File: config.mk
export PLATFORM = sky130hd
export DESIGN_NAME = rbu_merge
export DESIGN_NICKNAME = d
export VERILOG_FILES = /design/src/rtl/rbu_pkg.sv /design/src/rtl/rbu_merge.sv
export SDC_FILE = /design/constraint.sdc
export NUM_CORES = 1
export LEC_CHECK = 0
export BUFFER_PORTS_ARGS = -buffer_cell sky130_fd_sc_hd__buf_2
export CAP_MARGIN = 20
export CORE_ASPECT_RATIO = 1.5
export CORE_MARGIN = 3
export CORE_UTILIZATION = 39
export DETAILED_ROUTE_END_ITERATION = 8
export PLACE_DENSITY = 0.81
export SYNTH_ARGS = -nofsm -noshare
export SYNTH_HDL_FRONTEND = slang
export SYNTH_SLANG_ARGS = --single-unit
export TNS_END_PERCENT = 50
File: constraint.sdc
create_clock -name clk -period 0.8 [get_ports clk]
set_input_delay 0.04 -clock clk [delete_from_list [all_inputs] [get_ports clk]]
set_output_delay 0.04 -clock clk [all_outputs]
set_load 0.005 [all_outputs]
File: src/rtl/rbu_pkg.sv
`timescale 1ns / 1ps

package rbu_pkg;

  // Pixel geometry
  localparam int NumChannels = 4;
  localparam int ChanW       = 8;

  // Configuration port
  localparam int CfgIndexW = 2;
  localparam int CfgDataW  = 2;

  localparam logic [CfgIndexW-1:0] RegOwnFactor = 2'd0;
  localparam logic [CfgIndexW-1:0] RegIncFactor = 2'd1;
  localparam logic [CfgIndexW-1:0] RegCombine   = 2'd2;

  // Factor mode codes (unused code means one)
  localparam logic [1:0] FactorOne      = 2'd0;
  localparam logic [1:0] FactorOwnAlpha = 2'd1;
  localparam logic [1:0] FactorInvAlpha = 2'd2;

  // Combine mode codes (unused code means keep)
  localparam logic [1:0] CombineKeep     = 2'd0;
  localparam logic [1:0] CombineModulate = 2'd1;
  localparam logic [1:0] CombineAdd      = 2'd2;

  // Fixed-point constants: values are integers over 255
  localparam logic [ChanW-1:0] FullScale  = 8'd255;
  localparam logic [16:0]      SatLimit   = 17'd65025;     // 255^2
  localparam logic [23:0]      ModDivisor = 24'd16581375;  // 255^3
  localparam logic [16:0]      ModRecip   = 17'd66310;     // floor(2^40 / 255^3)
  localparam logic [8:0]       AddRecip   = 9'd257;        // 2^16 / 255, rounded down

  // Per-stage load enables of the lane pipeline and the output register
  typedef struct packed {
    logic s1;
    logic s2;
    logic s3;
    logic s4;
  } rbu_load_t;

  // Scale factor over 255 for a side
  function automatic logic [ChanW-1:0] pick_factor(input logic [1:0] mode,
                                                    input logic [ChanW-1:0] alpha);
    logic [ChanW-1:0] f;
    case (mode)
      FactorOwnAlpha: f = alpha;
      FactorInvAlpha: f = FullScale - alpha;
      default:        f = FullScale;
    endcase
    return f;
  endfunction

endpackage

File: src/rtl/rbu_merge.sv
`timescale 1ns / 1ps

module rbu_merge (
  input  logic                                                clk,
  input  rbu_pkg::rbu_load_t                                  load,
  input  logic [rbu_pkg::NumChannels-1:0][rbu_pkg::ChanW-1:0] lane_result,
  output logic [rbu_pkg::NumChannels-1:0][rbu_pkg::ChanW-1:0] merged
);

  // Gather the lanes into one output pixel; hold while stalled
  always_ff @(posedge clk) begin
    if (load.s4) begin
      merged <= lane_result;
    end
  end

endmodule

After elaboration in Yosys (flattened, before gate mapping)

Cells that the tools add are included.

Memory bits (read-only): 0
Register bits: 32
Input port bits: 37
Latch bits: 0
Output and inout bits: 32
Memories: 0
Bits in writable memories: 0

Div/mod/pow operators: 0
Reductions and logical operators: 0
Bitwise gates (word level): 0
Multipliers: 0
Multiplexer cells: 0
Eq/ne operators: 0
Shift operators: 0
Order comparisons: 0
Add/sub/neg operators: 0

Depth between registers and ports, before layout

Depth in word-level cells: 0
Mapped depth: 0

Worst setup path after synthesis

OpenSTA, ideal clock, no wires.

Path kind: reg2out
From: reg merged[0] (netlist bit)
To: out merged[0] (netlist bit)
Slack: 405 ps
Stages on the path, launching flop included: 1
Data arrival time: 355 ps
Cell sequence: edfxtp_1

RTL lines:

| element                | line            | source |
|---|---|---|
| start, declared        | rbu_merge.sv:7  | `output logic [rbu_pkg::NumChannels-1:0][rbu_pkg::ChanW-1:0] merged` |
| start signal, assigned | rbu_merge.sv:13 | `merged <= lane_result;` |

No word-level cell between the ends.

Worst setup path in the final report

From: reg merged[14] (netlist bit)
To: out merged[14] (netlist bit)

No word-level cell between the ends.

==> summary.md <==
| Metric | Value |
|---|---|
| Total power | `0.00324 W` |
| Crit path max fanout | `1` |
| Syn-to-layout area delta | `78.1%` |
| Largest net degree at the start of global routing | `20` |
| Max VDD drop | `around 1300 uV` |
| Final instance area | `about 1700 um2` |
| Worst slew pin tran | `0.169 ns` |
| Share of cells above drive strength 1 | `51.8%` |
| Distinct cells, synth | `1` |
| Ys Warns | `0` |
| Largest Register | `merged` |
| Port Buffer Count | `65` |
| DRT Pass-1 Iters | `2` |
| DRT Wirelength | `around 2.7 mm` |
| Sequential share of power | `62.4%` |
| Synthesized flop and latch total | `32` |
| Top Registers | `merged: 32 flops` |
| Starting Density | `42.0%` |
| Die Ht | `66.8 um` |
| Slowest stage cell, crit path | `edfxtp_1` |
| Clock power frac | `25.3%` |
| Final instance count without filler cells | `roughly 160` |
| Final setup margin | `-0.0951 ns` |
| Initial antenna violation count | `0` |
| # resized after CTS | `0` |
| Switching Share | `between 20% and 30%` |
| H-tree levels | `2` |
| Switch Pwr | `between 0.0006 and 0.0007 W` |
| Cell Pwr Density | `~1900 nW/um2` |
| Post-Syn Nets | `between 60 and 70` |
| CP startpoint | `merged[14]$_DFFE_PP_` |
| Worst path arrival time | `0.86 ns` |
| Period Utilization, post-route | `112%` |
| Final count of pins violating max slew | `0` |
| Min-delay src | `load[0]` |
| Die W | `about 47 um` |
| CTS tree | `done` |
| Final net count | `175` |
| Multi-input comb cells | `0` |
| Avg Cell Area, Syn | `between 30 and 40 um2` |
| Leakage | `0.744 nW` |
| Hold Crit Class | `input port to register` |
| Cell Area, Synth | `between 900 and 1000 um2` |
| Logic pwr share | `12.3%` |
| Vias in the first global route | `807` |
| CP startpoint kind | `register` |
| Number of inserted diodes | `0` |
| Worst path max stage delay | `roughly 0.40 ns` |
| Register area share after synthesis | `100%` |
| WS Path Type | `register to output port` |
| First-pass GRT wire length | `3.85 mm` |
| Crit-path leading delay family | `flip-flops` |
| Vias | `730` |
| RSZ-0062 raised after global routing | `true` |
| # Max-Cap Violations | `0` |
| Relative slew margins | `88.7%` |
| DRT iter0 DRCs | `20` |
| Status | `complete, but fails checks` |
| WHS | `0.143 ns` |
| Per-cell routed wire length | `16.4 um` |
| Final setup vio count | `32` |
| Cells after Synth | `32` |
| Clock Sinks | `32` |
| ANT nets after route | `0` |
| Area of the multi-input gates | `0 um2` |
| Hold Crit Depth | `2` |
| TNS Setup | `-1.89 ns` |
| Fmax | `1120 MHz` |
| Max FFs per register | `32` |
| Worst Path Required | `0.76 ns` |
| # rows | `21` |
| Drc violations | `0` |
| Area of the die | `between 3000 and 4000 um2` |
| I/O pin cnt | `69` |
| Total CTS buffers | `5` |
| Final Critical Period | `0.895 ns` |
| CP bufs+invs | `1` |
| FILL cells | `126` |
| CTS root buf | `clkbuf_4` |
| GP Congestion | `approximately 0.67` |
| Hold Path Sink | `merged[8]$_DFFE_PP_` |
| Fin. Hold Viols | `0` |
| GRT Resource Usage Total | `19.3%` |
| Pint | `0.00258 W` |
| Total congestion overflow | `0` |
| CP Cell Sequence | `buf_2` |
| Failing checks | `setup timing` |
| Crit end category | `output port` |
| CTS Buffer Depth | `2` |
| Clock slew at reported path FFs | `about 0.090 ns` |
| Core Footprint | `2290 um2` |
| Placed inst area | `approximately 1300 um2` |
| # placed instances | `122` |
| Drt via density | `4.51` |
layout by cell type, fill, tap and decap left out:
| cell type | n |
|---|---|
| clkinv_1 | 1 |
| buf_12 | 1 |
| clkbuf_4 | 5 |
| dlygate4sd3_1 | 32 |
| buf_4 | 1 |
| buf_2 | 65 |
| edfxtp_1 | 32 |
| clkbuf_1 | 2 |
power groups by stage:
stage	Combinational [W]	Sequential, W	Clock [W]
2_1_floorplan	0	0.00208	0
3_3_place_gp	0.000261	0.00205	0
3_5_place_dp	0.000272	0.00206	0
4_1_cts	0.000391	0.00202	0.000839
5_1_grt	0.000434	0.00204	0.000936
6_report	0.000399	0.00202	0.000819
stage by stage:
step	setup slack [ns]	utilization (%)
2_1_floorplan	0.405	-
3_3_place_gp	0.142	58.7
3_5_place_dp	0.126	58.7
4_1_cts	-0.101	74.9
5_1_grt	-0.147	74.9
6_report	-0.0951	74.9
cells by family after synthesis:
group  Yosys count  share of synthesized area (%)
flops           32                            100
cell usage after synthesis (all sizes together):
master	n	share of area, %
edfxtp	32	100
per-layer routing:
layer	part of all wire [%]	wire (um)	global-route usage [%]
met5	0	0	0
met4	1.3	34	7.47
met3	13	335	9.46
met2	54	1430	34.1
met1	32	860	18.1
repair_timing:
action,CTS,global route
hold buffers,32,0
setup buffers,0,0
setup endpoints to repair,32,32
endpoints found under the hold margin,32,0
pin swaps,0,0
worst max-delay path by stage:
stage,end,slack (ns),cells after the start
2_1_floorplan,merged[0],0.40,0
3_3_place_gp,merged[19]$_DFFE_PP_,0.14,2
3_5_place_dp,merged[4]$_DFFE_PP_,0.13,2
4_1_cts,merged[22],-0.10,1
5_1_grt,merged[22],-0.15,1
6_report,merged[14],-0.1,1
final cells by class:
class	count	area, um2	share of cell area, %
Clock buffer	7	45.0	2.63
Clock inverter	1	3.75	0.219
Sequential cell	32	961	56.1
Tap cell	23	28.8	1.68
Timing Repair Buffer	99	673	39.3
No activity file was read; power rests on OpenSTA's default activity.
