==> config.mk <==
export PLATFORM = sky130hd
export DESIGN_NAME = rbu_ctrl
export DESIGN_NICKNAME = d
export VERILOG_FILES = /design/src/rtl/rbu_pkg.sv /design/src/rtl/rbu_ctrl.sv
export SDC_FILE = /design/constraint.sdc
export NUM_CORES = 1
export LEC_CHECK = 0
export BUFFER_PORTS_ARGS = -buffer_cell sky130_fd_sc_hd__buf_4
export CAP_MARGIN = 0
export CORE_AREA = 2 2 39 41
export DETAILED_ROUTE_END_ITERATION = 12
export DIE_AREA = 0 0 41 43
export SLEW_MARGIN = 20
export SYNTH_ARGS = -nofsm -noshare
export SYNTH_HDL_FRONTEND = slang
export SYNTH_SLANG_ARGS = --single-unit
export TNS_END_PERCENT = 10
==> constraint.sdc <==
create_clock -name clk -period 1 [get_ports clk]
set_clock_uncertainty 0.2 [all_clocks]
set_input_delay 0 -clock clk [delete_from_list [all_inputs] [get_ports clk]]
set_output_delay 0 -clock clk [all_outputs]
set_load 0.02 [all_outputs]
==> src/rtl/rbu_pkg.sv <==
`timescale 1ns / 1ps

package rbu_pkg;

  // Pixel geometry
  localparam int NumChannels = 4;
  localparam int ChanW       = 8;

  // Configuration port
  localparam int CfgIndexW = 2;
  localparam int CfgDataW  = 2;

  localparam logic [CfgIndexW-1:0] RegOwnFactor = 2'd0;
  localparam logic [CfgIndexW-1:0] RegIncFactor = 2'd1;
  localparam logic [CfgIndexW-1:0] RegCombine   = 2'd2;

  // Factor mode codes (unused code means one)
  localparam logic [1:0] FactorOne      = 2'd0;
  localparam logic [1:0] FactorOwnAlpha = 2'd1;
  localparam logic [1:0] FactorInvAlpha = 2'd2;

  // Combine mode codes (unused code means keep)
  localparam logic [1:0] CombineKeep     = 2'd0;
  localparam logic [1:0] CombineModulate = 2'd1;
  localparam logic [1:0] CombineAdd      = 2'd2;

  // Fixed-point constants: values are integers over 255
  localparam logic [ChanW-1:0] FullScale  = 8'd255;
  localparam logic [16:0]      SatLimit   = 17'd65025;     // 255^2
  localparam logic [23:0]      ModDivisor = 24'd16581375;  // 255^3
  localparam logic [16:0]      ModRecip   = 17'd66310;     // floor(2^40 / 255^3)
  localparam logic [8:0]       AddRecip   = 9'd257;        // 2^16 / 255, rounded down

  // Per-stage load enables of the lane pipeline and the output register
  typedef struct packed {
    logic s1;
    logic s2;
    logic s3;
    logic s4;
  } rbu_load_t;

  // Scale factor over 255 for a side
  function automatic logic [ChanW-1:0] pick_factor(input logic [1:0] mode,
                                                    input logic [ChanW-1:0] alpha);
    logic [ChanW-1:0] f;
    case (mode)
      FactorOwnAlpha: f = alpha;
      FactorInvAlpha: f = FullScale - alpha;
      default:        f = FullScale;
    endcase
    return f;
  endfunction

endpackage

==> src/rtl/rbu_ctrl.sv <==
`timescale 1ns / 1ps

module rbu_ctrl (
  input  logic              clk,
  input  logic              rst,
  input  logic              in_valid,
  input  logic              out_ready,
  output logic              in_ready,
  output logic              out_valid,
  output rbu_pkg::rbu_load_t load
);

  // valid[0..2] for the lane stages, valid[3] for the output register
  logic [3:0] valid;

  // Load a stage when it is empty or its content moves on
  always_comb begin
    load.s4 = !valid[3] || out_ready;
    load.s3 = !valid[2] || load.s4;
    load.s2 = !valid[1] || load.s3;
    load.s1 = !valid[0] || load.s2;
  end

  assign in_ready  = load.s1;
  assign out_valid = valid[3];

  // Advance the valid bits along the pipeline
  always_ff @(posedge clk) begin
    if (rst) begin
      valid <= '0;
    end else begin
      if (load.s1) valid[0] <= in_valid;
      if (load.s2) valid[1] <= valid[0];
      if (load.s3) valid[2] <= valid[1];
      if (load.s4) valid[3] <= valid[2];
    end
  end

endmodule

After elaboration in Yosys (flattened, before gate mapping)
Cells that the tools add are included.
W data, S select, Z words.
Word-level totals
  flip-flop bits (word level): 4
Cells by class
  reduce and logical (&&, ||, !) cells: 8
Operators by type and width (count)
  $logic_not A1 Y1: 4
  $logic_or A1 B1 Y1: 4

Logic depth before layout (Yosys ltp)
  depth in word-level cells: 5
  depth in mapped cells: 3

Least setup slack after synthesis
No wires, ideal clock.
  kind: register to output
  start: register valid[3]
  end: output port load[3] (netlist name)
  arrival: 1.234 ns
  setup slack: -0.434 ns
  stages on the path, launching flop included: 4
  buffers on the path: 1
  cell sequence: dfxtp_1 -> nand4b_4 -> or2_1 -> buf_4
RTL lines
  from (decl): line rbu_ctrl.sv:14  | logic [3:0] valid;
  from (signal assigned): line rbu_ctrl.sv:35  | if (load.s4) valid[3] <= valid[2];
  to (decl): line rbu_ctrl.sv:10  | output rbu_pkg::rbu_load_t load

==> flow_summary.yaml <==
status:
  status: "complete, but fails checks"
  violations: "hold timing, setup timing"
timing:
  period_share_pct: 126.2
  maxSlewViolCount: 0
  finalHoldViolations: 4
  setup_viol: 8
  max_slew_margin_pct: 89.72
  worst-slew-pin-transition_ps: 153.3
  rsz0062_at_grt: "yes"
  whs_ps: -117.4
  fin_ws_ps: -261.7
  max_freq_ghz: 0.7926
  fin_crit_ps: 1262
  tns_ps: -1111
place:
  io_buffers: 9
  dp_hpwl_um: 303.7
  place_ws_ps: -83.90
  place_inst: 44
  routabilityCongestion: 0.6624
  dpl-instance-area_um2: 285.3
route:
  drt-vias-per-instance: 3.600
  vias: 180
  drt_pass1_iterations: 2
  antenna_left: 0
  wire_per_inst_um: 8.200
  drc: 0
  drt-total-wl_um: 410
  drt_iter0_drc: 1
finish:
  max_flop_register: "valid"
  antenna_cells: 0
  drive_gt1_share_pct: 61.76
  stdcell_area_um2: 352.8
  fin_util_pct: 25.50
  reg.largest.list: "valid: 4 flops"
  nets: 39
  largest_reg_flops: 4
  area_delta_synth_final_pct: 100.0
  stdcell_count: 50
global_routing:
  grt_max_degree: 6
  grt_pass1_wl_um: 703
  grt_pass1_vias: 177
  antenna_found_initial: 0
  grt_overflow: 0
  grt_usage_pct: 6.419
synthesis:
  synth_nets: 21
  ys_ff_latch: 4
  synth_cell_types: 9
  postSynthCellCount: 17
  ys_seq_area_share_pct: 45.39
  synth_area_per_cell_um2: 10.38
  ys_warn_count: 0
  syn_area_um2: 176.4
clock_tree:
  path_clk_slew_ps: 40
  htree_levels: 1
  numCtsBuffers: 3
  insertion_delay_ps: 240
  cts_root_buf: "clkbuf_4"
  tritoncts: "done"
  cts_buffer_depth: 2
  cts.sinks: 4
  cts_setup_buffers: 0
  hold_buffers: 2
floorplan:
  die_x_um: 41
  start_util_pct: 12.75
  core_area_um2: 1384
  dieArea_um2: 1763
  pin_count: 10
  die_y_um: 43
  rows: 14
critical_path:
  critical_path_peak_fanout: 2
  cp-end-kind: "output pin"
  required_ps: 800
  startpoint_type: "register"
  cp.arrival_ps: 1060
  crit_type: "reg -> out"
power_and_ir_drop:
  pwr-share-seq_pct: 38.6
  p_switching_mw: 0.09719
  ir_drop_mv: 0.5893
  comb_power_share_pct: 9.3
  power_density_nw_per_um2: 1240
  switching_share_pct: 22.21
  power.internal_mw: 0.3404
  leakagePower_nw: 0.1709
  power_frac_clock_pct: 52.1
hold_path:
  hold_path.class: "in -> reg"
run:
  drv_cap: 0
[worst max-delay path, stage by stage, from the launching register on]
cell and delay, ps:
dfxtp_2 340, nand4b_4 100, or2_4 250, buf_6 130
[power by group through the flow]
stage | registers, mW | logic [mW] | clock network, mW
3_3_place_gp | 0.171 | 0.0327 | 0
2_1_floorplan | 0.173 | 0.0119 | 0
4_1_cts | 0.169 | 0.0411 | 0.239
3_5_place_dp | 0.171 | 0.0334 | 0
5_1_grt | 0.170 | 0.0438 | 0.254
6_report | 0.169 | 0.0405 | 0.228
[per-layer routing]
layer	vias to the layer above	wire length, um	GRT usage, %
met2	11	163	7.813
li1	90	-	-
met1	79	193	7.692
met4	0	0	0
met5	-	0	0
met3	0	53	7.853
[kinds of logic after synthesis]
kind of cell,count (synthesis),share of synthesized area [%]
AOI/OAI and AO/OA,4,15.60
buffers and inverters,4,10.64
DFF,4,45.39
and+or+nand+nor,5,28.37
[what timing repair did]
action / 4_1_cts / 5_1_grt
endpoints found under the hold margin: 4 / 3
pin swaps: 2 / 2
endpoints found under the setup margin: 8 / 10
gates resized for setup: 7 / 0
[Yosys cell counts]
| cell | instances | area [um^2] |
|---|---|---|
| buf_4 | 1 | 7.510 |
| a21oi_1 | 3 | 15.01 |
| nand3b_1 | 1 | 7.510 |
| inv_1 | 3 | 11.26 |
| o31ai_2 | 1 | 12.51 |
| nand4b_4 | 1 | 23.77 |
| dfxtp_1 | 4 | 80.08 |
| nand2b_1 | 2 | 12.51 |
| or2_1 | 1 | 6.260 |
[final timing paths]
kind,from,endpoint,slack (ps),depth (start not counted)
setup / recovery,valid[2],load[3],-260,3
hold / removal,out_ready,valid[3],-120,3
setup reg to reg,valid[2],valid[0],-30,3
hold reg to reg,valid[1],valid[2],270,2
[through the flow]
step	hold WS [ps]	total power, mW
floorplan	-140.6	0.1844
global placement	-3.261	0.2038
detailed placement	-0.5876	0.2047
CTS	-115.7	0.4492
global route	-103.5	0.4670
finish	-117.4	0.4376
[cell usage in the layout, fill, tap and decap left out]
master	count
nand4b_4	1
nand2b_1	2
clkbuf_1	1
or2_4	1
dfxtp_4	1
clkbuf_4	3
dlygate4sd3_1	2
a21oi_1	3
dfxtp_2	2
nand3b_1	1
buf_4	7
o31ai_2	1
inv_1	3
dfxtp_1	1
buf_6	5
[cell type report]
| class | instances | area (um^2) |
|---|---|---|
| fill | 156 | 1031 |
| timing repair buffer | 14 | 128.9 |
| sequential | 4 | 86.33 |
| multi-input combinational | 9 | 80.08 |
| clock buffer | 4 | 26.28 |
| tap | 16 | 20.02 |
| inverter | 3 | 11.26 |
Power figures use the tool's default switching activity.
