## config.mk

```make
export PLATFORM = sky130hd
export DESIGN_NAME = rbu_lane
export DESIGN_NICKNAME = d
export VERILOG_FILES = /design/src/rtl/rbu_pkg.sv /design/src/rtl/rbu_lane.sv
export SDC_FILE = /design/constraint.sdc
export NUM_CORES = 2
export LEC_CHECK = 0
export ABC_AREA = 1
export BUFFER_PORTS_ARGS = -buffer_cell sky130_fd_sc_hd__buf_4
export CAP_MARGIN = 25
export CORE_MARGIN = 5
export CORE_UTILIZATION = 45
export CTS_CLUSTER_SIZE = 28
export DETAILED_ROUTE_END_ITERATION = 8
export SLEW_MARGIN = 20
export SYNTH_ARGS = -nofsm -noshare
export SYNTH_HDL_FRONTEND = slang
export SYNTH_SLANG_ARGS = --single-unit
export TNS_END_PERCENT = 30
```

## constraint.sdc

```tcl
create_clock -name clk -period 14.4 [get_ports clk]
set_input_delay 1.44 -clock clk [delete_from_list [all_inputs] [get_ports clk]]
set_output_delay 1.44 -clock clk [all_outputs]
set_load 0.01 [all_outputs]
```

## src/rtl/rbu_pkg.sv

```systemverilog
`timescale 1ns / 1ps

package rbu_pkg;

  // Pixel geometry
  localparam int NumChannels = 4;
  localparam int ChanW       = 8;

  // Configuration port
  localparam int CfgIndexW = 2;
  localparam int CfgDataW  = 2;

  localparam logic [CfgIndexW-1:0] RegOwnFactor = 2'd0;
  localparam logic [CfgIndexW-1:0] RegIncFactor = 2'd1;
  localparam logic [CfgIndexW-1:0] RegCombine   = 2'd2;

  // Factor mode codes (unused code means one)
  localparam logic [1:0] FactorOne      = 2'd0;
  localparam logic [1:0] FactorOwnAlpha = 2'd1;
  localparam logic [1:0] FactorInvAlpha = 2'd2;

  // Combine mode codes (unused code means keep)
  localparam logic [1:0] CombineKeep     = 2'd0;
  localparam logic [1:0] CombineModulate = 2'd1;
  localparam logic [1:0] CombineAdd      = 2'd2;

  // Fixed-point constants: values are integers over 255
  localparam logic [ChanW-1:0] FullScale  = 8'd255;
  localparam logic [16:0]      SatLimit   = 17'd65025;     // 255^2
  localparam logic [23:0]      ModDivisor = 24'd16581375;  // 255^3
  localparam logic [16:0]      ModRecip   = 17'd66310;     // floor(2^40 / 255^3)
  localparam logic [8:0]       AddRecip   = 9'd257;        // 2^16 / 255, rounded down

  // Per-stage load enables of the lane pipeline and the output register
  typedef struct packed {
    logic s1;
    logic s2;
    logic s3;
    logic s4;
  } rbu_load_t;

  // Scale factor over 255 for a side
  function automatic logic [ChanW-1:0] pick_factor(input logic [1:0] mode,
                                                    input logic [ChanW-1:0] alpha);
    logic [ChanW-1:0] f;
    case (mode)
      FactorOwnAlpha: f = alpha;
      FactorInvAlpha: f = FullScale - alpha;
      default:        f = FullScale;
    endcase
    return f;
  endfunction

endpackage

```

## src/rtl/rbu_lane.sv

```systemverilog
`timescale 1ns / 1ps

module rbu_lane (
  input  logic                      clk,
  input  logic [rbu_pkg::ChanW-1:0] own_chan,
  input  logic [rbu_pkg::ChanW-1:0] inc_chan,
  input  logic [rbu_pkg::ChanW-1:0] own_factor,
  input  logic [rbu_pkg::ChanW-1:0] inc_factor,
  input  logic [1:0]                combine_mode,
  input  rbu_pkg::rbu_load_t        load,
  output logic [rbu_pkg::ChanW-1:0] result
);

  // Stage 1: scaled values over 255^2
  logic [15:0]               s_own_1;
  logic [15:0]               s_inc_1;
  logic [rbu_pkg::ChanW-1:0] own_1;

  // Stage 2: product over 255^4 and sum over 255^2
  logic [31:0]               prod_2;
  logic [16:0]               sum_2;
  logic [rbu_pkg::ChanW-1:0] own_2;

  // Stage 3: quotient estimates, never above the true quotient by construction
  logic [8:0]                mod_est_3;
  logic [31:0]               prod_3;
  logic [rbu_pkg::ChanW-1:0] add_est_3;
  logic [15:0]               sum_3;
  logic                      sat_3;
  logic [rbu_pkg::ChanW-1:0] own_3;

  logic [32:0]               mod_est_full;
  logic [25:0]               add_est_full;
  logic [32:0]               mod_back;
  logic [32:0]               mod_rem;
  logic [8:0]                mod_q;
  logic [15:0]               add_back;
  logic [15:0]               add_rem;
  logic [rbu_pkg::ChanW-1:0] add_q;
  logic [rbu_pkg::ChanW-1:0] add_res;

  // Scale both sides
  always_ff @(posedge clk) begin
    if (load.s1) begin
      s_own_1 <= 16'(own_chan) * 16'(own_factor);
      s_inc_1 <= 16'(inc_chan) * 16'(inc_factor);
      own_1   <= own_chan;
    end
  end

  // Modulate and add
  always_ff @(posedge clk) begin
    if (load.s2) begin
      prod_2 <= 32'(s_own_1) * 32'(s_inc_1);
      sum_2  <= 17'(s_own_1) + 17'(s_inc_1);
      own_2  <= own_1;
    end
  end

  // Estimate the quotients by reciprocal multiplication
  assign mod_est_full = 33'(prod_2[31:16]) * 33'(rbu_pkg::ModRecip);
  assign add_est_full = 26'(sum_2) * 26'(rbu_pkg::AddRecip);

  always_ff @(posedge clk) begin
    if (load.s3) begin
      mod_est_3 <= mod_est_full[32:24];
      prod_3    <= prod_2;
      add_est_3 <= add_est_full[23:16];
      sum_3     <= sum_2[15:0];
      sat_3     <= (sum_2 >= rbu_pkg::SatLimit);
      own_3     <= own_2;
    end
  end

  // Correct each estimate by at most one
  always_comb begin
    mod_back = 33'(mod_est_3) * 33'(rbu_pkg::ModDivisor);
    mod_rem  = 33'(prod_3) - mod_back;
    mod_q    = (mod_rem >= 33'(rbu_pkg::ModDivisor)) ? mod_est_3 + 9'd1 : mod_est_3;

    add_back = 16'(add_est_3) * 16'(rbu_pkg::FullScale);
    add_rem  = sum_3 - add_back;
    add_q    = (add_rem >= 16'(rbu_pkg::FullScale)) ? add_est_3 + 8'd1 : add_est_3;
    add_res  = sat_3 ? rbu_pkg::FullScale : add_q;
  end

  // Select by combine mode
  always_comb begin
    case (combine_mode)
      rbu_pkg::CombineModulate: result = mod_q[7:0];
      rbu_pkg::CombineAdd:      result = add_res;
      default:                  result = own_3;
    endcase
  end

endmodule

```

Word level (Yosys, flattened, before mapping)
Cells that the tools add are included.
{"block": "totals", "ff_bits": 171, "elab_cells": 33}
{"block": "op_classes", "n_addsub": 5, "mul": 7, "magnitude_cmp": 3, "eq_ne": 2, "muxes": 4}
{"cell": "greater-or-equal comparator 33 x 24 -> 1 bit (second input constant)", "count": 1}
{"cell": "multiplier 9 x 24 -> 33 bit (second input constant)", "count": 1}
{"cell": "subtractor 32 x 33 -> 33 bit", "count": 1}
{"cell": "multiplier 16 x 16 -> 32 bit", "count": 1}
{"cell": "multiplier 16 x 16 -> 32 bit (second input constant)", "count": 1}
{"cell": "multiplier 8 x 8 -> 16 bit", "count": 2}
{"cell": "multiplier 17 x 9 -> 24 bit (second input constant)", "count": 1}
{"cell": "2-to-1 mux 8 bit", "count": 3}
{"cell": "adder 16 x 16 -> 17 bit", "count": 1}
{"cell": "greater-or-equal comparator 17 x 16 -> 1 bit (second input constant)", "count": 1}
{"cell": "adder 8 x 1 -> 8 bit (second input constant)", "count": 2}
{"cell": "greater-or-equal comparator 16 x 8 -> 1 bit (second input constant)", "count": 1}
{"cell": "multiplier 8 x 8 -> 16 bit (second input constant)", "count": 1}
{"cell": "case mux 8 bit (2 select lines)", "count": 1}
{"cell": "subtractor 16 bit", "count": 1}
{"cell": "equality test 2 x 1 -> 1 bit (second input constant)", "count": 1}
{"cell": "equality test 2 bit (second input constant)", "count": 1}

Longest topological paths before layout
{"block": "depth", "word_depth": 6, "mapped_depth": 33, "ltp_nobuf": 33}

Worst setup path after synthesis
Ideal clock, no wire load.
{"block": "synth_path", "path_kind": "reg2out", "startpoint": "reg mod_est_3[4]", "endpoint": "out result[0] in the netlist's numbering", "arrival_ps": 5509, "required_time_ps": 12960, "setup_slack_ps": 7451, "stages_incl_launch_ff": 27, "cell_sequence": "edfxtp_1 > fa_1 > inv_1 > fa_1 > inv_1 > fa_1 > inv_1 > fa_1 > inv_1 > fa_1 > inv_1 > ha_1 > nand2_1 > inv_1 > a21oi_1 > nand3_2 > nand2_1 > nand2_1 > nand2_1 > nand2_1 > nor2_1 > nand2_1 > nor3_4 > nand2_4 > nand2_1 > nand3_1 > a21oi_1"}
{"block": "synth_via", "elab_chain_len": 5}
{"item": "start: declaration", "line": "rbu_lane.sv:25", "text": "logic [8:0] mod_est_3;"}
{"item": "start signal: assignment", "line": "rbu_lane.sv:66", "text": "mod_est_3 <= mod_est_full[32:24];"}
{"item": "multiplier 9 x 24 -> 33 bit", "line": "rbu_lane.sv:77", "text": "mod_back = 33'(mod_est_3) * 33'(rbu_pkg::ModDivisor);"}
{"item": "subtractor 32 x 33 -> 33 bit", "line": "rbu_lane.sv:78", "text": "mod_rem = 33'(prod_3) - mod_back;"}
{"item": "greater-or-equal comparator 33 x 24 -> 1 bit", "line": "rbu_lane.sv:79", "text": "mod_q = (mod_rem >= 33'(rbu_pkg::ModDivisor)) ? mod_est_3 + 9'd1 : mod_est_3;"}
{"item": "2-to-1 mux 8 bit", "line": "rbu_lane.sv:79"}
{"item": "case mux 8 bit (2 select lines)", "line": "rbu_lane.sv:89", "text": "case (combine_mode)"}
{"item": "end: declaration", "line": "rbu_lane.sv:11", "text": "output logic [rbu_pkg::ChanW-1:0] result"}
No other way between the ends.

Worst setup path in the final report
Same ends and word-level chain as after synthesis.

==> run_results.csv <==
group,metric,value,unit
outcome,status,"finished, final reports clean",
yosys,synth-edff-count,171,
drt,vias_per_cell,4.91,
drt,dr_wl_met3,3000,um
global_route,first_global_vias,22100,
die,die_w,267,um
placed_design,port_buffers,45,
yosys,synth_top_area_share,27.6,%
timing,rsz0062_at_grt,"false",
clocking,h-tree-depth,4,
drt,wl_per_cell,15.4,um
yosys,synth_seq_cells,171,
clocking,clockRootBuffer,"clkbuf_16",
critical_path,crit_type,"reg -> out",
final_layout,final_common_cell,"inv_1",
critical_path,r2r_cells,22,
final_layout,drive_gt1_share,3.68,%
critical_path,path_delay_family,"adder cells",
yosys,yosys-top-cells-area,"fa_1, ha_1, edfxtp_1",
critical_path,critPathBufInv,7,
drt,drt-met1-wl,30700,um
worst_hold_path,hold_class,"reg -> reg",
critical_path,r2r_start,"s_inc_1[1]",
die,die_h,267,um
final_layout,area_growth,6.06,%
drt,dr.max_layer_used,"met5",
flow_run,max_cap_violations,0,
timing,skew,12.2,ps
global_route,grt_overflow,0,
yosys,avgSynthCellArea,8.54,um2
critical_path,rrSetupSlack,7500,ps
drt,drt_wl_total,67400,um
yosys,ys_types,44,
yosys,mappedNetlistNets,4399,
placed_design,dp_hpwl,55900,um
clocking,cts_buffers,17,
die,ios,47,
clocking,clockBufferDepth,2,
timing,slew_violations,0,
yosys,yosys.area.top_type,"fa_1",
drt,vias,21400,
drt,remaining_drc_errors,0,
critical_path,cp_slowest_stage_delay,880,ps
final_layout,antenna_cells,0,
critical_path,path_common_cell,"nand2_1",
clocking,cts_sinks,171,
critical_path,cp.required,12960,ps
clocking,hold_buffers,0,
final_layout,nets,4406,
yosys,yosysWarnings,0,
die,dieArea,0.0713,mm2
timing,post-route-period-util,60.6,%
die,rows,94,
drt,postRouteAntennaNets,0,
critical_path,crit_path_end_kind,"output port",
yosys,yosysSeqAreaShare,17.3,%
clocking,tritoncts,"done",
clocking,clkSlewWorstSetupHoldPaths,70,ps
critical_path,critPathSlowestCell,"fa_1",
yosys,ys_async_sr_fraction,0,%
worst_hold_path,hold_depth,0,
timing,tns,0,ps
critical_path,critPathArrivalTime,7290,ps
timing,relSlewSlack,29.5,%
timing,setup_violations,0,
global_route,grt_pass1_wl,113000,um
final_layout,mostFrequentLayoutCells,"inv_1, nand2_1, ha_1",
drt,wl_met2,32400,um
critical_path,startpoint_type,"register",
timing,worstMarginPinSlew,1060,ps
worst_hold_path,holdPathEnd,"prod_3[8]",
clocking,worst_skew_pair.late_latency,470,ps
global_route,grt_usage,19.9,%
worst_hold_path,hold_path_startpoint,"prod_2[8]",
critical_path,worstReg2RegEnd,"prod_2[30]",
drt,dr.first_iter.drc_count,1112,
clocking,post_cts_buffers,0,
critical_path,critPathMaxFanout,9,
die,start_util,45.3,%
yosys,syn_inst,3483,
drt,drtPass1Iterations,5,
yosys,syn_area,0.0297,mm2
clocking,cts-resized-gates,0,
timing,max_clock_freq,115,MHz
global_route,grt_max_degree,75,
yosys,synth_ff_type,"edfxtp_1",
die,coreArea,0.0656,mm2
timing,min_period,8730,ps
placed_design,gp_congestion,0.897,
timing,hold_viol_final,0,
global_route,antenna_found_initial,1,
[area by class of cell]
class / count / area (um2)
inverter: 933 / 3500
timing repair buffer: 58 / 435
fill: 6381 / 34100
clock inverter: 13 / 130
tap: 864 / 1080
sequential: 171 / 5130
multi-input combinational: 2309 / 20800
clock buffer: 17 / 425
[kinds of logic after synthesis]
| group | share of synthesized area, % |
|---|---|
| XOR/XNOR | 3.39 |
| flip-flops | 17.3 |
| adder cells (fa/ha/maj) | 47.2 |
| AO/OA/AOI/OAI | 4.83 |
| buffers and inverters | 12.7 |
| AND/OR/NAND/NOR | 14.6 |
[layer usage]
layer / vias to the layer above / GRT usage, %
li1: 10600 / -
met1: 10300 / 27.2
met2: 404 / 33.7
met3: 71 / 2.93
met4: 2 / 4.67
met5: - / 0
[synth_stat cells (all sizes together) (10+ instances only)]
cell type,n
clkbuf,65
inv,933
nand4,20
nor3,19
o21ai,67
edfxtp,171
a31oi,10
nor2,115
nand2,783
a21oi,141
nand3,103
fa,410
xor2,68
xnor2,47
a21o,11
ha,467
[worst max path at each step]
stage / start / to / slack [ps] / cells after the start
finish: mod_est_3[4] / result[0] / 5670 / 27
global route: mod_est_3[4] / result[0] / 5130 / 27
CTS: mod_est_3[4] / result[0] / 5600 / 27
detailed placement: mod_est_3[4] / result[0] / 6160 / 27
global placement: mod_est_3[4] / result[0] / 6180 / 27
floorplan: mod_est_3[4] / result[0] / 7450 / 26
[registers in the layout, indices dropped and copies added (netlist names)]
signal	count
sum_2	17
prod_2	32
s_inc_1	16
sum_3	16
own_2	8
s_own_1	16
add_est_3	8
prod_3	32
mod_est_3	9
own_1	8
sat_3	1
own_3	8
[metrics by stage]
stage,instance area [um2],hold slack [ps],setup slack (ps),util [%],std cells
6_report,31500,417,5670,48.1,4365
5_1_grt,31500,422,5130,48.1,4365
4_1_cts,31500,417,5600,48.1,4365
3_5_place_dp,31000,405,6160,47.2,4335
3_3_place_gp,31000,400,6180,47.2,4335
2_1_floorplan,29700,400,7450,-,3483
Power is not shown: default switching activity piles up to over one toggle a cycle in this logic, so the estimate is an artifact.
